--- src/hdl/awb_ogc_div.sv ---
// pipelined restoring divider, one quotient bit per register stage, with sideband
// generic widths; depends on nothing
module awb_ogc_div #(
  parameter int unsigned NUM_W  = 21,
  parameter int unsigned DEN_W  = 11,
  parameter int unsigned SIDE_W = 8,
  parameter int unsigned LANES  = 1
) (
  input  logic                             clk_i,
  input  logic                             rst_ni,
  input  logic                             en_i,
  input  logic                             vld_i,
  input  logic [LANES-1:0][NUM_W-1:0]      num_i,
  input  logic [LANES-1:0][DEN_W-1:0]      den_i,
  input  logic [SIDE_W-1:0]                side_i,
  output logic                             vld_o,
  output logic [LANES-1:0][NUM_W-1:0]      quo_o,
  output logic [SIDE_W-1:0]                side_o
);

  // dividend bits shift out at the top while quotient bits shift in at the bottom
  logic [NUM_W-1:0]                vld_q;
  logic [LANES-1:0][NUM_W-1:0]     nq_q   [NUM_W];
  logic [SIDE_W-1:0]               side_q [NUM_W];
  logic [LANES-1:0][DEN_W-1:0]     rem_q  [NUM_W-1];
  logic [LANES-1:0][DEN_W-1:0]     den_q  [NUM_W-1];

  for (genvar s = 0; s < NUM_W; s++) begin : g_stage
    logic                          vld_in;
    logic [LANES-1:0][NUM_W-1:0]   nq_in;
    logic [LANES-1:0][DEN_W-1:0]   rem_in;
    logic [LANES-1:0][DEN_W-1:0]   den_in;
    logic [SIDE_W-1:0]             side_in;
    logic [LANES-1:0][DEN_W:0]     tmp;
    logic [LANES-1:0]              ge;
    logic [LANES-1:0][NUM_W-1:0]   nq_d;

    if (s == 0) begin : g_first
      assign vld_in  = vld_i;
      assign nq_in   = num_i;
      assign rem_in  = '0;
      assign den_in  = den_i;
      assign side_in = side_i;
    end else begin : g_next
      assign vld_in  = vld_q[s-1];
      assign nq_in   = nq_q[s-1];
      assign rem_in  = rem_q[s-1];
      assign den_in  = den_q[s-1];
      assign side_in = side_q[s-1];
    end

    always_comb begin
      for (int l = 0; l < LANES; l++) begin
        tmp[l]  = {rem_in[l], nq_in[l][NUM_W-1]};
        ge[l]   = tmp[l] >= {1'b0, den_in[l]};
        nq_d[l] = {nq_in[l][NUM_W-2:0], ge[l]};
      end
    end

    always_ff @(posedge clk_i or negedge rst_ni) begin
      if (!rst_ni) begin
        vld_q[s] <= 1'b0;
      end else if (en_i) begin
        vld_q[s] <= vld_in;
      end
    end

    always_ff @(posedge clk_i) begin
      if (en_i) begin
        nq_q[s]   <= nq_d;
        side_q[s] <= side_in;
      end
    end

    // the last stage only needs the quotient
    if (s < NUM_W - 1) begin : g_keep
      logic [LANES-1:0][DEN_W-1:0] rem_d;
      logic [LANES-1:0][DEN_W:0]   diff;

      always_comb begin
        for (int l = 0; l < LANES; l++) begin
          diff[l]  = tmp[l] - {1'b0, den_in[l]};
          rem_d[l] = ge[l] ? diff[l][DEN_W-1:0] : tmp[l][DEN_W-1:0];
        end
      end

      always_ff @(posedge clk_i) begin
        if (en_i) begin
          rem_q[s] <= rem_d;
          den_q[s] <= den_in;
        end
      end
    end
  end

  assign vld_o  = vld_q[NUM_W-1];
  assign quo_o  = nq_q[NUM_W-1];
  assign side_o = side_q[NUM_W-1];

endmodule

--- config.mk ---
export PLATFORM = sky130hd
export DESIGN_NAME = awb_ogc_div
export DESIGN_NICKNAME = d
export VERILOG_FILES = /design/src/hdl/awb_ogc_div.sv
export SDC_FILE = /design/constraint.sdc
export NUM_CORES = 1
export LEC_CHECK = 0
export BUFFER_PORTS_ARGS = -buffer_cell sky130_fd_sc_hd__buf_2
export CAP_MARGIN = 20
export CORE_ASPECT_RATIO = 0.9
export CORE_MARGIN = 2
export CORE_UTILIZATION = 38
export CTS_CLUSTER_DIAMETER = 30
export DETAILED_ROUTE_END_ITERATION = 8
export SLEW_MARGIN = 20
export SYNTH_ARGS = -nofsm -noshare
export SYNTH_HDL_FRONTEND = slang
export SYNTH_SLANG_ARGS = --single-unit
export TNS_END_PERCENT = 10
--- constraint.sdc ---
create_clock -name clk_i -period 3 [get_ports clk_i]
set_input_delay 0.6 -clock clk_i [delete_from_list [all_inputs] [get_ports clk_i]]
set_output_delay 0.6 -clock clk_i [all_outputs]
set_load 0.02 [all_outputs]
==> reports/qor.yml <==
status: "finished, final reports clean"
fmax_mhz: 342.6
die_w_um: 369.0
numCtsBuffers: 222
finalWeightedCongestion: 0.8154
fin_skew_ns: 0.02871
rsz0062_at_grt: "false"
yosysMostFrequentCell: "edfxtp_1"
dominantRegCellSynth: "edfxtp_1"
postPlaceCellArea_sq_um: 48260
synth.lib_cells_used.distinct: 65
drtIter0Drc: 1458
r2r_setup_slack_ns: 0.08
antenna_found_initial: 0
cp_max_fo: 12
critPathTopFamily: "compound AO/OA/AOI/OAI gates"
grt_usage_pct: 12.50
drt_pass1_iterations: 5
cts-root-buf: "clkbuf_16"
synth.top_cell.area_share_pct: 69.14
crit_chain: "ha_1 -> fa_1 -> nand2b_1 -> a21oi_2 -> o2111ai_1 -> a31oi_4 -> mux2_1"
synth_edf_count: 1049
routedWlPerCell_um: 14.76
cts_buffer_depth: 3
grt_overflow: 0
viasPerCell: 4.705
cp-start-kind: "register"
maxSlewViolCount: 0
synth-seq-cells: 1070
drc_errors: 0
finalSetupViolations: 0
totalWireLength_um: 74940
fin_setup_tns_ns: 0
arrival_ns: 3.44
crit_cells: 7
post-route-period-util_pct: 97.30
powerDensity_nw_per_um2: 1072
rr_worst_depth: 7
path_class: "reg -> reg"
syn_avg_cell_area_sq_um: 15.44
synth_top_cell_by_area: "edfxtp_1"
clock_latency_ns: 0.80
coreArea_sq_um: 118900
grt_pass1_vias: 24270
hpwl_um: 48810
vdd_drop_max_mv: 0.6156
cts_htree_levels: 4
syn2layout_area_growth_pct: 23.83
hold_slack_ns: 0.1279
initial_utilization_pct: 38.32
ys_warn_count: 0
p_leak_nw: 21.77
relSlewSlack_pct: 59.09
cp-end-kind: "register"
clkTransAtPathRegs_ns: 0.04
synth_common_cells: "edfxtp_1, inv_1, nor2_1, ha_1, a21oi_1"
hold_viol: 0
cts.sinks: 1070
die_h_um: 332.5
synth_nets: 3236
cts_tree: "yes"
critPathRequiredTime_ns: 3.52
rows: 120
holdPathStages: 3
antenna_cells: 0
hold_class: "in -> reg"
worstMarginPinSlew_ns: 0.6136
async_flop_share_pct: 1.963
drtAntennaViolNets: 0
period_minus_slack_ns: 2.919
die_area_sq_um: 122700
slowest_delay_ns: 0.49
max_cap_violations: 0
port_buffers: 73
syn_inst: 2951
grt_max_degree: 106
design_area_sq_um: 56420
final_nets: 3589
drive_above_1_share_pct: 17.53
ios: 74
grt_pass1_wl_um: 124000
ys_seq_area_share_pct: 70.29
vias: 23890
slowest_stage: "a31oi_4"
syn-cell-area_sq_um: 45560
worst-path-buf-inv: 0
synthTopCellsByArea: "edfxtp_1, ha_1, inv_1"
-- placed cells by master (no fill, tap or decap), types with 36 or more instances in the layout --
cell type and instances:
xnor2_1 92, o21a_1 38, a21oi_1 168, inv_1 277, nor2_1 240, xor2_1 47, a21o_1 36, nand2_1 68
dlygate4sd3_1 41, nor3_1 36, mux2_1 69, ha_1 222, edfxtp_1 1049, buf_4 51, clkbuf_16 225, buf_2 72
o21ai_0 44
-- metrics by stage --
stage / utilization, % / std cells / power, W / setup WS (ns)
after global routing: 47.45 / 5077 / 0.06397 / 0.01324
after global placement: 40.59 / 4622 / 0.03580 / 0.1652
after floorplan: - / 2951 / 0.03268 / 0.4648
final: 47.45 / 5077 / 0.06050 / 0.08102
after CTS: 47.40 / 5074 / 0.06117 / 0.1072
after detailed placement: 40.59 / 4622 / 0.03599 / 0.1418
-- routing by layer --
| metal | share of wire [%] | GRT usage (%) | vias up | routed length, um |
|---|---|---|---|---|
| met5 | 0 | 0 | - | 0 |
| met4 | 3.4 | 6.626 | 0 | 2563 |
| met3 | 4.5 | 3.081 | 194 | 3357 |
| met2 | 44 | 18.45 | 461 | 32960 |
| met1 | 48 | 17.01 | 11350 | 36060 |
| li1 | - | - | 11890 | - |
-- worst min-delay path, cell delays in order --
cell and delay [ns]:
buf_2 0.09, nand2_1 0.04, o21ai_0 0.07
-- layout make-up --
| type | count | area (sq um) |
|---|---|---|
| clock buffer | 249 | 5720 |
| tap | 1586 | 1984 |
| inverter | 277 | 1040 |
| clock inverter | 162 | 1976 |
| fill | 10250 | 62490 |
| timing repair buffer | 182 | 1509 |
| multi-input combinational | 1551 | 12160 |
| sequential | 1070 | 32030 |
-- worst paths after layout --
| path | endpoint | from |
|---|---|---|
| setup / recovery | rem_q[3][40] | den_q[3][22] |
| hold / removal | rem_q[0][0] | num_i[20] |
| setup reg to reg | rem_q[3][40] | den_q[3][22] |
| hold reg to reg | side_q[12][7] | side_q[11][7] |
| max in group asynchronous | g_stage[10].vld_in | rst_ni |
| min in group asynchronous | g_stage[18].vld_in | rst_ni |
-- what timing repair did --
| action | in CTS | in global routing |
|---|---|---|
| endpoints found under the hold margin | 61 | 0 |
| hold buffers | 41 | 0 |
| gates resized for setup | 0 | 2 |
| setup buffers | 0 | 3 |
| setup endpoints to repair | 0 | 12 |
-- flip-flops by register name, indices dropped and copies added, names as in the netlist --
name / cells
side_q: 168
den_q: 220
vld_o: 1
g_stage.vld_in: 20
rem_q: 220
nq_q: 441
-- where the power goes --
group	internal (W)	switching, W	total, W	leakage [nW]
Combinational	0.00700	0.00774	0.0147	7.58
Sequential	0.0199	0.00127	0.0212	10.5
Clock	0.0166	0.00792	0.0246	3.71
Total	0.0436	0.0169	0.0605	21.8
-- kinds of logic after synthesis --
| group | Yosys count | share of synthesized area, % |
|---|---|---|
| xor gates and xnor gates | 139 | 2.672 |
| and+or+nand+nor | 502 | 5.047 |
| muxes | 149 | 3.850 |
| DFF | 1070 | 70.29 |
| adders and majority gates | 241 | 6.931 |
| buffers and inverters | 330 | 3.045 |
| AOI/OAI and AO/OA | 520 | 8.164 |
(Power assumes the default switching activity.)
