$ cat src/hdl/awb_ogc_pkg.sv
// shared types, widths and helpers for the white-balance gain calculation pipeline
// no dependencies; every other file of the block but awb_ogc_div imports this package
package awb_ogc_pkg;

  localparam int unsigned RATIO_WIDTH  = 10;
  localparam int unsigned GAIN_W       = 16;
  localparam int unsigned UNITY_SHIFT  = 10;
  localparam int unsigned LIGHT_OFFSET = 512;
  localparam int unsigned LIGHT_SHIFT  = 10;

  // light + offset needs one bit more than the ratio, at least ten bits
  localparam int unsigned LIGHT_W  = (RATIO_WIDTH > 9) ? RATIO_WIDTH + 1 : 10;
  localparam int unsigned PROD_W   = RATIO_WIDTH + LIGHT_W;
  localparam int unsigned SCALED_W = PROD_W - LIGHT_SHIFT;
  // first quotient: unity * scaled value over a nonzero divisor
  localparam int unsigned Q1_W     = SCALED_W + UNITY_SHIFT;
  // second dividend: first quotient times a typical value
  localparam int unsigned P2_W     = Q1_W + RATIO_WIDTH;

  localparam int unsigned APB_ADDR_W = 3;
  localparam int unsigned APB_DATA_W = 32;

  localparam logic [GAIN_W-1:0] UNITY_GAIN = 16'h0400;

  typedef struct packed {
    logic [RATIO_WIDTH-1:0] rg_meas;
    logic [RATIO_WIDTH-1:0] bg_meas;
    logic [RATIO_WIDTH-1:0] rg_light;
    logic [RATIO_WIDTH-1:0] bg_light;
  } in_item_t;

  typedef struct packed {
    logic [GAIN_W-1:0] red_gain;
    logic [GAIN_W-1:0] green_gain;
    logic [GAIN_W-1:0] blue_gain;
    logic              ratio_error;
  } out_item_t;

  // which gain takes the second quotient
  typedef enum logic [1:0] {
    QSEL_NONE,
    QSEL_RED,
    QSEL_BLUE
  } qsel_e;

  // context carried alongside the first divider
  typedef struct packed {
    logic                   err;
    logic                   gu;
    logic [RATIO_WIDTH-1:0] rgt;
    logic [RATIO_WIDTH-1:0] bgt;
    logic [SCALED_W-1:0]    rg_s;
    logic [SCALED_W-1:0]    bg_s;
  } front_t;

  // context carried alongside the second divider
  typedef struct packed {
    logic              err;
    qsel_e             qsel;
    logic [GAIN_W-1:0] r;
    logic [GAIN_W-1:0] g;
    logic [GAIN_W-1:0] b;
  } mid_t;

  function automatic logic [GAIN_W-1:0] sat_gain(input logic [P2_W-1:0] x);
    return (|x[P2_W-1:GAIN_W]) ? '1 : x[GAIN_W-1:0];
  endfunction

endpackage

$ cat src/hdl/awb_ogc_out.sv
// output stage: saturates the second quotient, places it and holds the result register
// depends on awb_ogc_pkg
module awb_ogc_out (
  input  logic                              clk_i,
  input  logic                              rst_ni,
  input  logic                              en_i,
  input  logic                              vld_i,
  input  logic [awb_ogc_pkg::P2_W-1:0]      quo_i,
  input  awb_ogc_pkg::mid_t                 mid_i,
  output logic                              out_valid_o,
  output awb_ogc_pkg::out_item_t            out_data_o
);
  import awb_ogc_pkg::*;

  logic              vld_q;
  logic [GAIN_W-1:0] q_sat;
  out_item_t         data_d, data_q;

  always_comb begin
    q_sat              = sat_gain(quo_i);
    data_d.red_gain    = mid_i.r;
    data_d.green_gain  = mid_i.g;
    data_d.blue_gain   = mid_i.b;
    data_d.ratio_error = mid_i.err;
    case (mid_i.qsel)
      QSEL_RED:  data_d.red_gain  = q_sat;
      QSEL_BLUE: data_d.blue_gain = q_sat;
      default:   data_d.ratio_error = mid_i.err;
    endcase
  end

  always_ff @(posedge clk_i or negedge rst_ni) begin
    if (!rst_ni) begin
      vld_q <= 1'b0;
    end else if (en_i) begin
      vld_q <= vld_i;
    end
  end

  always_ff @(posedge clk_i) begin
    if (en_i) begin
      data_q <= data_d;
    end
  end

  assign out_valid_o = vld_q;
  assign out_data_o  = data_q;

endmodule

$ cat config.mk
export PLATFORM = sky130hd
export DESIGN_NAME = awb_ogc_out
export DESIGN_NICKNAME = d
export VERILOG_FILES = /design/src/hdl/awb_ogc_pkg.sv /design/src/hdl/awb_ogc_out.sv
export SDC_FILE = /design/constraint.sdc
export NUM_CORES = 1
export LEC_CHECK = 0
export ABC_AREA = 1
export BUFFER_PORTS_ARGS = -buffer_cell sky130_fd_sc_hd__buf_2
export CAP_MARGIN = 10
export CORE_MARGIN = 2
export CORE_UTILIZATION = 43
export CTS_CLUSTER_DIAMETER = 30
export DETAILED_ROUTE_END_ITERATION = 16
export HOLD_SLACK_MARGIN = 0.1
export PLACE_DENSITY_LB_ADDON = 0.08
export SKIP_CTS_REPAIR_TIMING = 1
export SLEW_MARGIN = 20
export SYNTH_ARGS = -nofsm -noshare
export SYNTH_HDL_FRONTEND = slang
export SYNTH_SLANG_ARGS = --single-unit
$ cat constraint.sdc
create_clock -name clk_i -period 0.84 [get_ports clk_i]
set_clock_uncertainty 0.05 [all_clocks]
set_input_delay 0.084 -clock clk_i [delete_from_list [all_inputs] [get_ports clk_i]]
set_output_delay 0.084 -clock clk_i [all_outputs]
set_load 0.01 [all_outputs]
==> metrics, run 1 <==
status=finished, violations left; failing checks=hold timing, setup timing; Max Fclk=a little over 1000 MHz; CTS Buf Count=5; Least-Margin Pin Slew=422 ps; WHS Endpoint=out_valid_o; largest family of logic cells by synthesized area=simple AND/OR/NAND/NOR gates; global-route usage over all layers=0.176; final period utilization=1.16; DR iter-0 viols=86; Compound-Gate Fraction of Synth Area=0; Hold Path Class=primary input to flop; detailed-placement wirelength estimate=3950 um; reg-to-reg endpoint=out_valid_o; async set-reset flop share out of synthesis=0.0200; maximum level of the CTS H-tree=2; CTS tree=done; clk slew on worst S/H paths=roughly 90 ps; hold_ws=-36.0 ps; min cycle time layout=975 ps; first-pass GRT wire length=7420 um; CP cell instances=buf_2; insertion delay to the later sink of the worst-skew pair=roughly 300 ps; Critical Path AT=840 ps; top post-synthesis cells by area=edfxtp_1 (67%), nand2_1 (17%), nand3_2 (4.6%), inv_1 (3.2%), nor2_4 (1.5%); number of port buffers=135; VDD IR-drop max=0.801 mV; hold path start=vld_i; unrepaired setup endpoints after global routing=yes; Die X=between 70 and 80 um; Vias=2093; Max Cap Viol=0; endpoint class of the critical path=output port; number of synthesized flops with an enable pin=~50; number of diodes=0; top cell type's share of synthesized area=0.669; wire length per cell=13.2 um; post-route antenna net violation count=0; worst-case reg-to-reg path depth=1; sequential element share of the synthesized area=0.681; Via-to-Cell Ratio=4.57; Routed WL=6030 um; fin nets=473; CP Class=flop to output port; sinks on the clock net=50; Final Max Tran Viols=0; Area Overhead vs Synth=77.6%; Hold Crit Depth=2; cell taking the most area after synthesis=edfxtp_1; Final TNS setup=-7640 ps; Clock Tree Buf Depth=2; GPL Wtd Cong=0.786; syn_area_per_cell=roughly 11 um2; dpl ws=-354 ps; Post-Synth XOR/XNOR Area=0; synthesized area=2200 um2; initial antenna violation count=0; Mapped Cells=204; Startpoint Class=flop; total power draw=5.81 mW; crit-path leading delay family=flip-flops; vias in the first global route=about 1700; syn_nets=290; Commonest cells post-synth=nand2_1 (100), edfxtp_1 (49), inv_1 (19), nand3_2 (10), nor2_1 (7); Yosys warning total=0; post-synthesis mux area share=0.00512; final setup fails=82; length of the first detailed-routing pass in iterations=4; Most used DFF post-synth=edfxtp_1; Critical Path Fanout Max=1; CP max stage delay=400 ps; Final Hold Fails=1; P_leak=1.77 nW; root buf cell=clkbuf_8; Unique masters post-synth=15; overall die area=5700 um2; Rows=26; worst reg2reg path startpoint=out_valid_o; Pwr per Cell Area=1490 nW/um2; DRC Markers=0; grt ovf=0; Die H=75.5 um; Core ar.=5010 um2; Buf+Inv Stages, Crit Path=1; Reg2Reg Setup Slack=50 ps; share of layout cells above drive strength 1=0.564; starting density of the core=0.439; Simple-Gate Fraction of Synth Area=0.260; I/O pin total=136; most frequent cell after synthesis=nand2_1; Critical Path RT=710 ps; Yosys reg bits=50; largest net degree at the start of global routing=26; post-layout util=0.779; adder-cell share of the synthesized area=0; highest-delay cell along the critical path=edfxtp_1; final worst setup slack=-135 ps; Slew HR=0.718
-- worst max-delay path by stage --
stage,from,to,slack (ps),depth (start not counted)
after floorplan,quo_i[25],out_data_o[7],-200,7
after global placement,quo_i[25],out_data_o[15],-340,8
after CTS,out_data_o[13],out_data_o[13],-140,1
after detailed placement,quo_i[25],out_data_o[48],-350,8
final,out_data_o[1],out_data_o[1],-130,1
after global routing,out_data_o[40],out_data_o[40],-180,1
-- per-layer routing --
layer / share of wire / GRT usage
met5: 0 / 0
met3: 0.078 / 0.0476
met2: 0.53 / 0.302
met1: 0.38 / 0.215
met4: 0.0091 / 0.0565
-- metrics by stage --
step / std cells / instance area, um2
floorplan: 204 / 2240
global placement: 414 / 3100
detailed placement: 414 / 3100
CTS: 422 / 3210
global route: 458 / 3910
finish: 458 / 3910
-- registers in the layout, summed over array words and instances, names as in the netlist --
| signal | cells |
|---|---|
| out_data_o | 49 |
| out_valid_o | 1 |
-- cell families after synthesis --
group                  Yosys count
AND/OR/NAND/NOR                127
buffers and inverters           26
flip-flops                      50
multiplexers                     1
-- power breakdown --
| group | internal [mW] | switching, mW | total, mW | leakage [nW] |
|---|---|---|---|---|
| clock network | 0.894 | 0.762 | 1.66 | 0.0554 |
| registers | 2.99 | 0.0495 | 3.04 | 0.492 |
| logic | 0.563 | 0.547 | 1.11 | 1.22 |
| total | 4.45 | 1.36 | 5.81 | 1.77 |
-- placed cells by master, fill, tap and decap left out --
master           n
buf_12           5
buf_2          125
buf_4            6
buf_6           10
bufinv_16        1
clkbuf_1         1
clkbuf_16        2
clkbuf_8         5
clkinv_4         1
dfrtp_1          1
dlygate4sd3_1   34
edfxtp_1        49
inv_1           18
inv_2            2
mux2_2           1
nand2_1         66
nand2_2         35
nand3_4         16
nor2_2           2
nor2_4           8
-- layout make-up --
cell class	count	area, um2
fillers	367	1100
multi-input cells	128	861
repair buffers	182	1270
inverters	20	75.1
well taps	70	87.6
clock inverters	2	38.8
flip-flops and latches	50	1500
clock buffers	6	72.6
(Power assumes the default switching activity.)
==> run 2: changes to the inputs <==
--- a/config.mk
+++ b/config.mk
@@ -8,6 +8,7 @@
 export ABC_AREA = 1
 export BUFFER_PORTS_ARGS = -buffer_cell sky130_fd_sc_hd__buf_2
 export CAP_MARGIN = 10
+export CORE_ASPECT_RATIO = 0.75
 export CORE_MARGIN = 2
 export CORE_UTILIZATION = 43
 export CTS_CLUSTER_DIAMETER = 30
==> metrics, run 2 (synthesized netlist as in run 1, its figures left out) <==
final period utilization=1.18; status=finished, violations left; Critical Path RT=a little over 700 ps; CP max stage delay=400 ps; Vias=2089; Buf+Inv Stages, Crit Path=1; dpl ws=-367 ps; Die H=65.9 um; Rows=22; clk slew on worst S/H paths=approximately 80 ps; Hold Path Class=primary input to flop; CP Class=flop to output port; number of port buffers=approximately 140; post-route antenna net violation count=0; GPL Wtd Cong=about 0.9; Via-to-Cell Ratio=4.60; fin nets=479; global-route usage over all layers=0.193; hold_ws=roughly 5.9 ps; final setup fails=82; maximum level of the CTS H-tree=2; grt ovf=0; Pwr per Cell Area=1500 nW/um2; most common cell after layout, fill and taps aside=buf_2; number of diodes=0; first-pass GRT wire length=around 8200 um; initial antenna violation count=0; I/O pin total=about 140; wire length per cell=14.0 um; post-route insts no fill=roughly 450; Critical Path Fanout Max=1; starting density of the core=0.449; Core ar.=4900 um2; sinks on the clock net=50; number of flip-flops in the largest register=49; largest net degree at the start of global routing=22; CTS tree=done; Comb pwr share=0.190; VDD IR-drop max=0.892 mV; Clock Tree Buf Depth=2; min cycle time layout=992 ps; overall die area=~5700 um2; CTS Buf Count=5; Flop pwr share=0.517; share of layout cells above drive strength 1=0.538; Storage cell area=1500 um2; final worst setup slack=-152 ps; Die X=86.6 um; Critical Path AT=860 ps; area post-placement=3070 um2; endpoint class of the critical path=output port; area of the multi-input gates=~850 um2; number of fill cells in the layout=315; length of the first detailed-routing pass in iterations=4; unrepaired setup endpoints after global routing=yes; Slew HR=0.731; crit-path leading delay family=flip-flops; cell area after layout=roughly 3900 um2; failing checks=setup timing; vias in the first global route=~1800; root buf cell=clkbuf_8; most frequent cells in the layout=buf_2 (129), nand2_1 (71), edfxtp_1 (49); Least-Margin Pin Slew=404 ps; internal cell power=4.53 mW; DRC Markers=0; CP cell instances=buf_2; insertion delay to the later sink of the worst-skew pair=300 ps; switching pwr=about 1.4 mW; total power draw=5.90 mW; highest-delay cell along the critical path=edfxtp_1; Area Overhead vs Synth=78.7%; # placed instances=402; Startpoint Class=flop; DR iter-0 viols=88; Routed WL=6370 um; clock power share=0.292; Max Fclk=roughly 1000 MHz; Max Cap Viol=0; detailed-placement wirelength estimate=4210 um; Sw Share=0.231; P_leak=roughly 1.8 nW; Final Max Tran Viols=0; Final Hold Fails=0
run 2: cell count changes in the layout (fill, tap and decap cells not counted), sizes merged:
cell / delta
buf: -2
clkbuf: +1
clkinv: -1
dlygate4sd3: +8
run 2: path summary, 6_finish.rpt:
path / slack [ps] / start / cells past startpoint / end
max: -150 / out_data_o[34] / 1 / out_data_o[34]
min: 6 / mid_i[2] / 3 / out_data_o[3]
max reg2reg: 40 / out_valid_o / 1 / out_valid_o
min reg2reg: 470 / out_valid_o / 1 / out_valid_o
max in group asynchronous: 60 / rst_ni / 3 / out_valid_o
min in group asynchronous: 580 / rst_ni / 3 / out_valid_o
run 2: metal layers:
layer / routed length [um] / track usage / vias to the layer above / part of all wire
met5: 0 / 0 / - / 0
met4: 46 / 0.0469 / 0 / 0.0072
met3: 436 / 0.0712 / 6 / 0.068
met2: 3360 / 0.335 / 88 / 0.53
met1: 2520 / 0.231 / 956 / 0.40
li1: - / - / 1039 / -
run 2: through the flow:
| stage | setup TNS (ps) | util |
|---|---|---|
| after floorplan | -4500 | - |
| after global placement | -12670 | 0.627 |
| after detailed placement | -13930 | 0.627 |
| after CTS | -6260 | 0.651 |
| after global routing | -10330 | 0.802 |
| final | -7780 | 0.802 |
run 2: final cells by class:
cell class              instances  share of cell area
clock buffers                   7              0.0220
well taps                      60              0.0191
inverters                      20              0.0191
flip-flops and latches         50               0.381
multi-input cells             128               0.217
clock inverters                 1             0.00765
repair buffers                188               0.335
run 2: power by group through the flow:
| stage | logic, mW | clock network [mW] | registers [mW] |
|---|---|---|---|
| CTS | 0.885 | 1.76 | 3.05 |
| floorplan | 0.211 | 0 | 3.23 |
| global placement | 0.869 | 0 | 3.10 |
| global route | 1.22 | 1.85 | 3.07 |
| finish | 1.12 | 1.72 | 3.05 |
| detailed placement | 0.885 | 0 | 3.10 |
