<file path="config.mk">
export PLATFORM = sky130hd
export DESIGN_NAME = awb_ogc_front
export DESIGN_NICKNAME = d
export VERILOG_FILES = /design/src/hdl/awb_ogc_pkg.sv /design/src/hdl/awb_ogc_front.sv
export SDC_FILE = /design/constraint.sdc
export NUM_CORES = 1
export LEC_CHECK = 0
export CORE_MARGIN = 4
export CORE_UTILIZATION = 60
export CTS_CLUSTER_SIZE = 10
export DETAILED_ROUTE_END_ITERATION = 16
export DONT_BUFFER_PORTS = 1
export GPL_ROUTABILITY_DRIVEN = 0
export GPL_TIMING_DRIVEN = 0
export PLACE_DENSITY = 0.78
export SETUP_SLACK_MARGIN = 0.1
export SYNTH_ARGS = -nofsm -noshare
export SYNTH_HDL_FRONTEND = slang
export SYNTH_SLANG_ARGS = --single-unit
</file>
<file path="constraint.sdc">
create_clock -name clk_i -period 0.8 [get_ports clk_i]
set_input_delay 0.16 -clock clk_i [delete_from_list [all_inputs] [get_ports clk_i]]
set_output_delay 0.16 -clock clk_i [all_outputs]
set_load 0.02 [all_outputs]
</file>
<file path="src/hdl/awb_ogc_pkg.sv">
// shared types, widths and helpers for the white-balance gain calculation pipeline
// no dependencies; every other file of the block but awb_ogc_div imports this package
package awb_ogc_pkg;

  localparam int unsigned RATIO_WIDTH  = 10;
  localparam int unsigned GAIN_W       = 16;
  localparam int unsigned UNITY_SHIFT  = 10;
  localparam int unsigned LIGHT_OFFSET = 512;
  localparam int unsigned LIGHT_SHIFT  = 10;

  // light + offset needs one bit more than the ratio, at least ten bits
  localparam int unsigned LIGHT_W  = (RATIO_WIDTH > 9) ? RATIO_WIDTH + 1 : 10;
  localparam int unsigned PROD_W   = RATIO_WIDTH + LIGHT_W;
  localparam int unsigned SCALED_W = PROD_W - LIGHT_SHIFT;
  // first quotient: unity * scaled value over a nonzero divisor
  localparam int unsigned Q1_W     = SCALED_W + UNITY_SHIFT;
  // second dividend: first quotient times a typical value
  localparam int unsigned P2_W     = Q1_W + RATIO_WIDTH;

  localparam int unsigned APB_ADDR_W = 3;
  localparam int unsigned APB_DATA_W = 32;

  localparam logic [GAIN_W-1:0] UNITY_GAIN = 16'h0400;

  typedef struct packed {
    logic [RATIO_WIDTH-1:0] rg_meas;
    logic [RATIO_WIDTH-1:0] bg_meas;
    logic [RATIO_WIDTH-1:0] rg_light;
    logic [RATIO_WIDTH-1:0] bg_light;
  } in_item_t;

  typedef struct packed {
    logic [GAIN_W-1:0] red_gain;
    logic [GAIN_W-1:0] green_gain;
    logic [GAIN_W-1:0] blue_gain;
    logic              ratio_error;
  } out_item_t;

  // which gain takes the second quotient
  typedef enum logic [1:0] {
    QSEL_NONE,
    QSEL_RED,
    QSEL_BLUE
  } qsel_e;

  // context carried alongside the first divider
  typedef struct packed {
    logic                   err;
    logic                   gu;
    logic [RATIO_WIDTH-1:0] rgt;
    logic [RATIO_WIDTH-1:0] bgt;
    logic [SCALED_W-1:0]    rg_s;
    logic [SCALED_W-1:0]    bg_s;
  } front_t;

  // context carried alongside the second divider
  typedef struct packed {
    logic              err;
    qsel_e             qsel;
    logic [GAIN_W-1:0] r;
    logic [GAIN_W-1:0] g;
    logic [GAIN_W-1:0] b;
  } mid_t;

  function automatic logic [GAIN_W-1:0] sat_gain(input logic [P2_W-1:0] x);
    return (|x[P2_W-1:GAIN_W]) ? '1 : x[GAIN_W-1:0];
  endfunction

endpackage

</file>
<file path="src/hdl/awb_ogc_front.sv">
// input stage: light scaling, zero check, case decode and first divider operands
// depends on awb_ogc_pkg
module awb_ogc_front (
  input  logic                                              clk_i,
  input  logic                                              rst_ni,
  input  logic                                              en_i,
  input  logic                                              vld_i,
  input  awb_ogc_pkg::in_item_t                             item_i,
  input  logic [awb_ogc_pkg::RATIO_WIDTH-1:0]               rg_typ_i,
  input  logic [awb_ogc_pkg::RATIO_WIDTH-1:0]               bg_typ_i,
  output logic                                              vld_o,
  output awb_ogc_pkg::front_t                               front_o,
  output logic [1:0][awb_ogc_pkg::Q1_W-1:0]                 num_o,
  output logic [1:0][awb_ogc_pkg::SCALED_W-1:0]             den_o
);
  import awb_ogc_pkg::*;

  function automatic logic [SCALED_W-1:0] scale(input logic [RATIO_WIDTH-1:0] ratio,
                                                input logic [RATIO_WIDTH-1:0] light);
    logic [PROD_W-1:0] prod;
    prod = PROD_W'(ratio) * PROD_W'(LIGHT_W'(light) + LIGHT_W'(LIGHT_OFFSET));
    if (light == '0) begin
      return SCALED_W'(ratio);
    end
    return prod[PROD_W-1:LIGHT_SHIFT];
  endfunction

  logic                         vld_q;
  front_t                       front_d, front_q;
  logic [1:0][Q1_W-1:0]         num_d, num_q;
  logic [1:0][SCALED_W-1:0]     den_d, den_q;
  logic [SCALED_W-1:0]          rgt_x, bgt_x;

  always_comb begin
    front_d.rg_s = scale(item_i.rg_meas, item_i.rg_light);
    front_d.bg_s = scale(item_i.bg_meas, item_i.bg_light);
    // a zero typical value acts as one
    front_d.rgt  = (rg_typ_i == '0) ? RATIO_WIDTH'(1) : rg_typ_i;
    front_d.bgt  = (bg_typ_i == '0) ? RATIO_WIDTH'(1) : bg_typ_i;
    rgt_x        = SCALED_W'(front_d.rgt);
    bgt_x        = SCALED_W'(front_d.bgt);
    front_d.err  = (front_d.rg_s == '0) || (front_d.bg_s == '0);
    front_d.gu   = (front_d.rg_s < rgt_x) && (front_d.bg_s < bgt_x);
    // green unity: typical over measured, otherwise measured over typical
    if (front_d.gu) begin
      num_d[0] = {rgt_x, {UNITY_SHIFT{1'b0}}};
      den_d[0] = front_d.rg_s;
      num_d[1] = {bgt_x, {UNITY_SHIFT{1'b0}}};
      den_d[1] = front_d.bg_s;
    end else begin
      num_d[0] = {front_d.rg_s, {UNITY_SHIFT{1'b0}}};
      den_d[0] = rgt_x;
      num_d[1] = {front_d.bg_s, {UNITY_SHIFT{1'b0}}};
      den_d[1] = bgt_x;
    end
  end

  always_ff @(posedge clk_i or negedge rst_ni) begin
    if (!rst_ni) begin
      vld_q <= 1'b0;
    end else if (en_i) begin
      vld_q <= vld_i;
    end
  end

  always_ff @(posedge clk_i) begin
    if (en_i) begin
      front_q <= front_d;
      num_q   <= num_d;
      den_q   <= den_d;
    end
  end

  assign vld_o   = vld_q;
  assign front_o = front_q;
  assign num_o   = num_q;
  assign den_o   = den_q;

endmodule

</file>
==> results_dict.tcl, run 1 <==
set metrics [dict create \
    cts_buffer_depth 2 \
    ys_seq_area_share_pct 23.68 \
    tns_ps -350380 \
    crit_path_end_kind "flip-flop" \
    rsz0062_at_grt "true" \
    fin_skew_ps 0 \
    max_cap_viol_count 0 \
    regArea_um2 2669 \
    synth_area_per_cell_um2 10.10 \
    cts_hold_buf 16 \
    drc 0 \
    finalHoldViolCount 89 \
    critical_path.max_fanout 7 \
    cp_common_cell "fa_1" \
    relSlewSlack_pct 56.52 \
    grt_pass1_wl_um 46790 \
    clock_latency_ps 340 \
    setup_viol 156 \
    die_y_um 145.0 \
    fill_cells 1128 \
    synth_top_area_share_pct 24.52 \
    dr.first_iter.drc_count 655 \
    required_ps 880 \
    first_pass_iters 5 \
    fp.dieArea_um2 21040 \
    dpl-instance-area_um2 12190 \
    synth_area_um2 11270 \
    pin_count 173 \
    fin_ws_ps -5853 \
    postSynthCellCount 1116 \
    multiInputGateArea_um2 8447 \
    status "complete, but fails checks" \
    post-route-period-util_pct 831.6 \
    cp.arrival_ps 6730 \
    yosysWarnings 0 \
    overflow 0 \
    tritoncts "built" \
    drt_wl_total_um 30730 \
    antennaDiodeCount 0 \
    startpoint_type "primary input" \
    final_cell_area_um2 14090 \
    drive_gt1_share_pct 27.18 \
    failed_checks "negative hold slack, negative setup slack" \
    port_buffers 0 \
    slowest_stage "fa_1" \
    cts_max_level 3 \
    finish.utilization_pct 77.37 \
    ys_ff_latch 89 \
    hpwlAfterDp_um 21110 \
    vias 8751 \
    worstMarginPinSlew_ps 652.2 \
    num_rows 49 \
    antenna_left 0 \
    nets 1557 \
    cts_root_buf "clkbuf_16" \
    cpLargestDelayFamily "adder cells" \
    core-area_um2 18210 \
    grt_pass1_vias 8913 \
    wl_per_cell_um 20.92 \
    grt_use_total_pct 27.45 \
    vias_per_cell 5.957 \
    clock-sinks 89 \
    synthArstFlopShare_pct 1.124 \
    synth_common_cells "179 x inv_1, 138 x fa_1, 120 x ha_1, 118 x nand2_1, 101 x and2_1" \
    numCtsBuffers 9 \
    antenna_found_initial 1 \
    hold_class "primary input to flip-flop" \
    clk_pin_slew_ps 70 \
    period_minus_slack_ps 6653 \
    synth_edf_count 88 \
    yosysUniqueCellTypes 68 \
    synth-main-ff-cell "edfxtp_1" \
    worst_hold_slack_ps -71.18 \
    fp.dieW_um 145.0 \
    max_freq_mhz 150.3 \
    grt_start_max_net_pins 90 \
    syn_to_final_growth_pct 25.04 \
    cp.buffers_inverters 6 \
    yosysMostFrequentCell "inv_1" \
    start_util_pct 61.88 \
    critPathKind "primary input to flip-flop" \
    max_stage_delay_ps 580 \
    report.final.slew_viol_count 0 \
    synth_area_leaders "fa_1 25%, edfxtp_1 23%, ha_1 13%" \
    yosysTopAreaCell "fa_1" \
]
sequential cells by signal (all words and copies together) (netlist names):
| name | count |
|---|---|
| den_o | 22 |
| front_o | 44 |
| num_o | 22 |
| vld_o | 1 |
stage by stage:
stage / worst slack [ps] / instances
2_1_floorplan: -5698 / 1142
3_3_place_gp: -6400 / 1371
3_5_place_dp: -6508 / 1371
4_1_cts: -5665 / 1450
5_1_grt: -6051 / 1469
6_report: -5853 / 1469
cell families (layout without fill, tap and decap cells):
group,after synthesis,after routing,synth area share (%)
and+or+nand+nor,320,320,14.92
buffers and inverters,269,367,10.01
adders and majority gates,258,258,37.85
AOI/OAI and AO/OA,113,113,7.063
DFF,89,89,23.68
muxes,48,48,5.031
xor gates and xnor gates,17,17,1.388
other,2,28,0.06665
cell type report:
cell class                 instances  share of cell area, %
clock buffer                      10                  1.625
clock inverter                     6                 0.5151
timing repair buffer              83                  5.746
sequential                        89                  18.94
buffer                            89                  6.412
tap                              229                  2.034
multi-input combinational        784                  59.96
inverter                         179                  4.769
placed cells by master, fill, tap and decap left out, types with 13 or more instances in the layout:
cell and count:
buf_6 26, conb_1 28, nand2_1 104, and2_1 92, a21oi_2 13, buf_4 69
inv_2 14, nor2_1 17, ha_4 13, ha_1 105, edfxtp_1 88, clkbuf_1 25
clkbuf_16 20, fa_1 134, mux2_4 13, a21oi_1 14, inv_1 165, mux2_2 29
worst paths after layout:
kind	startpoint	slack, ps	cells after the start	end
worst min register to register	vld_o	620	1	vld_o
worst min-delay path	en_i	-70	0	num_o[31]
min in group asynchronous	rst_ni	20	1	vld_o
worst max-delay path	item_i[16]	-5850	30	den_o[16]
worst max register to register	vld_o	-40	1	vld_o
max in group asynchronous	rst_ni	670	1	vld_o
metal layers:
| metal | vias up | track usage (%) | routed length [um] |
|---|---|---|---|
| met1 | 4355 | 34.79 | 11480 |
| met3 | 121 | 4.958 | 2345 |
| met4 | 2 | 10.36 | 1463 |
| li1 | 3837 | - | - |
| met5 | - | 0 | 23 |
| met2 | 436 | 47.32 | 15420 |
repair_timing:
action / in CTS / in global routing
cloned: 1 / 2
resized for setup: 129 / 103
endpoints found under the setup margin: 156 / 162
setup buffers: 46 / 33
hold endpoints to repair: 105 / 89
pin swaps: 34 / 58
Power of run 1 is left out: the tool's default activity adds up to more than one toggle a clock period on the data nets, which glitch-free logic cannot reach.
==> run 2: changes to the inputs <==
--- a/config.mk
+++ b/config.mk
@@ -12,6 +12,7 @@
 export DONT_BUFFER_PORTS = 1
 export GPL_ROUTABILITY_DRIVEN = 0
 export GPL_TIMING_DRIVEN = 0
+export MAX_ROUTING_LAYER = met4
 export PLACE_DENSITY = 0.78
 export SETUP_SLACK_MARGIN = 0.1
 export SYNTH_ARGS = -nofsm -noshare
==> results_dict.tcl, run 2 (same netlist as run 1, synthesis figures left out) <==
set metrics [dict create \
    fp.dieW_um 145.0 \
    tritoncts "built" \
    vias 8704 \
    finish.utilization_pct 77.37 \
    wl_per_cell_um 20.87 \
    num_rows 49 \
    vias_per_cell 5.921 \
    drt_wl_total_um 30670 \
    hold_class "primary input to flip-flop" \
    worst_hold_slack_ps -69.34 \
    fin_skew_ps 0 \
    grt_start_max_net_pins 90 \
    antenna_found_initial 1 \
    grt_pass1_vias 8914 \
    instances_no_fill 1470 \
    nets 1557 \
    clk_pin_slew_ps 70 \
    hpwlAfterDp_um 21110 \
    grt_pass1_wl_um 46710 \
    layout.cells.most_common "inv_1" \
    core-area_um2 18210 \
    clock-sinks 89 \
    dr.first_iter.drc_count 550 \
    critPathKind "primary input to flip-flop" \
    die_y_um 145.0 \
    regArea_um2 2669 \
    setup_viol 156 \
    cts_hold_buf 16 \
    cts_max_level 3 \
    antenna_left 0 \
    finalHoldViolCount 80 \
    grt_use_total_pct 28.25 \
    fin_ws_ps -5852 \
    max_cap_viol_count 0 \
    numCtsBuffers 9 \
    critical_path.max_fanout 7 \
    start_util_pct 61.88 \
    post-route-period-util_pct 831.5 \
    cp.arrival_ps 6730 \
    pin_count 173 \
    relSlewSlack_pct 56.41 \
    cts_root_buf "clkbuf_16" \
    final_cell_area_um2 14090 \
    status "complete, but fails checks" \
    fill_cells 1125 \
    cts_buffer_depth 2 \
    max_stage_delay_ps 540 \
    report.final.slew_viol_count 0 \
    first_pass_iters 5 \
    most-common-layout-cells "165 x inv_1, 134 x fa_1, 105 x ha_1" \
    period_minus_slack_ps 6652 \
    slowest_stage "fa_1" \
    post-place-cells 1371 \
    clock_latency_ps 340 \
    tns_ps -350120 \
    syn_to_final_growth_pct 25.04 \
    startpoint_type "primary input" \
    dpl-instance-area_um2 12190 \
    worstMarginPinSlew_ps 653.8 \
    port_buffers 0 \
    max_freq_mhz 150.3 \
    multiInputGateArea_um2 8444 \
    largest_register_ffs 44 \
    rsz0062_at_grt "true" \
    drc 0 \
    cp_common_cell "fa_1" \
    overflow 0 \
    crit_path_end_kind "flip-flop" \
    failed_checks "negative hold slack, negative setup slack" \
    drive_gt1_share_pct 27.10 \
    fp.dieArea_um2 21040 \
    required_ps 880 \
]
==> run 2: changes by cell type in the layout (fill, tap and decap cells not counted), sizes merged <==
cell   previous run  this run
diode             0         1
==> run 2: worst paths after layout <==
| kind | startpoint | to | slack (ps) | depth (start not counted) |
|---|---|---|---|---|
| min reg2reg | vld_o | vld_o | 620 | 1 |
| max | item_i[19] | den_o[16] | -5850 | 31 |
| max in group asynchronous | rst_ni | vld_o | 670 | 1 |
| min | en_i | num_o[31] | -70 | 0 |
| max reg2reg | vld_o | vld_o | -40 | 1 |
| min in group asynchronous | rst_ni | vld_o | 20 | 1 |
==> run 2: layer usage <==
layer	routed length, um	GRT usage [%]
met2	15480	47.35
met1	11690	34.67
met3	2125	4.958
met4	1379	10.36
met5	0	-
==> run 2: worst max-delay path, delay by kind of cell <==
kind	cells	cell delay (ps)
AND/OR/NAND/NOR	6	1000
adder cells (fa/ha/maj)	7	2960
multiplexers	1	300
AO/OA/AOI/OAI	9	1430
XOR/XNOR	1	110
buffers and inverters	7	740
==> run 2: through the flow <==
step / hold WS, ps / setup slack (ps)
after detailed placement: -135.6 / -6508
after CTS: -69.86 / -5665
final: -69.34 / -5852
after floorplan: -135.6 / -5698
after global placement: -135.6 / -6400
after global routing: -75.48 / -6051
==> run 2: final cells by class <==
class / instances / share of cell area (%)
inverters: 179 / 4.769
plain buffers: 89 / 6.412
repair buffers: 83 / 5.746
flip-flops and latches: 89 / 18.94
multi-input cells: 784 / 59.94
well taps: 229 / 2.034
clock buffers: 10 / 1.625
diodes: 1 / 0.01776
clock inverters: 6 / 0.5151
==> run 2: what timing repair did <==
action,4_1_cts,5_1_grt
endpoints found under the setup margin,156,162
pin swaps,34,58
buffers inserted,46,33
gates resized for setup,129,102
hold endpoints to repair,105,89
cloned,1,2
Power of run 2 is left out for the same reason.
==> run 3: changes to the inputs <==
--- a/config.mk
+++ b/config.mk
@@ -5,15 +5,17 @@
 export SDC_FILE = /design/constraint.sdc
 export NUM_CORES = 1
 export LEC_CHECK = 0
+export CELL_PAD_IN_SITES_DETAIL_PLACEMENT = 1
+export CELL_PAD_IN_SITES_GLOBAL_PLACEMENT = 2
 export CORE_MARGIN = 4
-export CORE_UTILIZATION = 60
+export CORE_UTILIZATION = 45
 export CTS_CLUSTER_SIZE = 10
 export DETAILED_ROUTE_END_ITERATION = 16
 export DONT_BUFFER_PORTS = 1
 export GPL_ROUTABILITY_DRIVEN = 0
 export GPL_TIMING_DRIVEN = 0
 export MAX_ROUTING_LAYER = met4
-export PLACE_DENSITY = 0.78
+export PLACE_DENSITY = 0.86
 export SETUP_SLACK_MARGIN = 0.1
 export SYNTH_ARGS = -nofsm -noshare
 export SYNTH_HDL_FRONTEND = slang
==> constraint.sdc (replaced) <==
create_clock -name clk_i -period 8 [get_ports clk_i]
set_input_delay 1.6 -clock clk_i [delete_from_list [all_inputs] [get_ports clk_i]]
set_output_delay 1.6 -clock clk_i [all_outputs]
set_load 0.02 [all_outputs]
==> results_dict.tcl, run 3 (same netlist as run 1, synthesis figures left out) <==
set metrics [dict create \
    vias_per_cell 5.382 \
    nets 1517 \
    worst-r2r-setup-slack_ps 7110 \
    met1_usage_pct 27.55 \
    rsz0062_at_grt "true" \
    fp.dieArea_um2 27630 \
    place_worst_setup_slack_ps -1417 \
    core-area_um2 24460 \
    drt_wl_total_um 32100 \
    finish.utilization_pct 54.62 \
    cts_root_buf "clkbuf_16" \
    grt_util_met2_pct 43.55 \
    slowest_stage "fa_1" \
    critPathKind "primary input to flip-flop" \
    required_ps 8100 \
    relSlewSlack_pct 47.80 \
    cp_common_cell "fa_1" \
    fin_ws_ps -170.5 \
    report.final.slew_viol_count 0 \
    cp.arrival_ps 8270 \
    post-place-cells 1466 \
    hold_class "flip-flop to flip-flop" \
    drive_gt1_share_pct 21.50 \
    antenna_left 0 \
    clock_latency_ps 350 \
    numCtsBuffers 9 \
    first_pass_iters 4 \
    fp.dieW_um 166.2 \
    wl_per_cell_um 21.06 \
    clock-sinks 89 \
    overflow 0 \
    instances_no_fill 1524 \
    crit_path_end_kind "flip-flop" \
    max_cap_viol_count 0 \
    antennaDiodeCount 0 \
    drc 0 \
    failed_checks "negative setup slack" \
    grt_start_max_net_pins 90 \
    fin_skew_ps 0 \
    finalHoldViolCount 0 \
    port_buffers 0 \
    largest_register_ffs 44 \
    hpwlAfterDp_um 24210 \
    critical_path.max_fanout 10 \
    most-common-layout-cells "171 x inv_1, 136 x fa_1, 111 x ha_1" \
    status "complete, but fails checks" \
    pin_count 173 \
    num_rows 57 \
    grt_pass1_vias 9288 \
    startpoint_type "primary input" \
    grt_use_total_pct 23.54 \
    final_cell_area_um2 13360 \
    grt_pass1_wl_um 50780 \
    max_freq_mhz 122.4 \
    syn_to_final_growth_pct 18.59 \
    grt_use_met3_pct 2.975 \
    clk_pin_slew_ps 80 \
    vias 8202 \
    start_util_pct 46.06 \
    worstMarginPinSlew_ps 776.3 \
    dpl-instance-area_um2 12040 \
    antenna_found_initial 0 \
    post-route-period-util_pct 102.1 \
    max_stage_delay_ps 520 \
    dr.first_iter.drc_count 501 \
    grt_most_used_layer "met2" \
    tritoncts "built" \
    die_y_um 166.2 \
    layout.cells.most_common "inv_1" \
    period_minus_slack_ps 8170 \
    cts_buffer_depth 2 \
    cts_max_level 3 \
    setup_viol 39 \
]
-- run 3: cell types whose count changed in the layout (fill, tap and decap cells not counted), moves of 6 or more --
cell	delta
a21oi_1	+7
dlygate4sd3_1	-10
buf_4	-8
buf_6	-21
buf_12	+7
dlymetal6s4s_1	-6
ha_1	+6
inv_1	+6
inv_2	-6
-- run 3: area by class of cell --
| class | instances | area, um^2 |
|---|---|---|
| inverters | 179 | 671.9 |
| repair buffers | 43 | 395.4 |
| flip-flops and latches | 89 | 2668 |
| clock inverters | 7 | 83.83 |
| clock buffers | 9 | 225.2 |
| plain buffers | 89 | 899.6 |
| well taps | 324 | 405.4 |
| fillers | 2645 | 11100 |
| multi-input cells | 784 | 8013 |
-- run 3: timing repair --
action,CTS,global route
gates resized for setup,103,70
pin swaps,28,27
hold buffers,0,0
cloned,1,2
setup endpoints to repair,41,41
buffers inserted,26,14
-- run 3: per-stage QoR --
stage | hold slack [ps] | setup TNS (ps)
6_report | 719.4 | -5506
5_1_grt | 736.3 | -14960
4_1_cts | 723.7 | -632.3
3_5_place_dp | 705.7 | -55730
3_3_place_gp | 656.5 | -49580
2_1_floorplan | 635.9 | 0
-- run 3: path summary, 6_finish.rpt --
path,from,to,cells after the start
max in group asynchronous,rst_ni,vld_o,0
worst max-delay path,item_i[19],num_o[15],30
worst max register to register,vld_o,vld_o,1
min in group asynchronous,rst_ni,vld_o,0
worst min register to register,vld_o,vld_o,1
worst min-delay path,vld_o,vld_o,1
-- run 3: per-layer routing --
layer  share of wire [%]  vias up
met5                   0        -
met4                 1.5        0
met3                 3.8       37
met2                  54      168
met1                  41     4236
li1                    -     3761
-- run 3: critical path, delay by kind of cell --
| kind | cells | cell delay (ps) |
|---|---|---|
| AND/OR/NAND/NOR | 5 | 930 |
| multiplexers | 1 | 300 |
| XOR/XNOR | 1 | 150 |
| adder cells (fa/ha/maj) | 7 | 2980 |
| buffers and inverters | 6 | 610 |
| AO/OA/AOI/OAI | 10 | 1670 |
Power of run 3 is left out for the same reason.
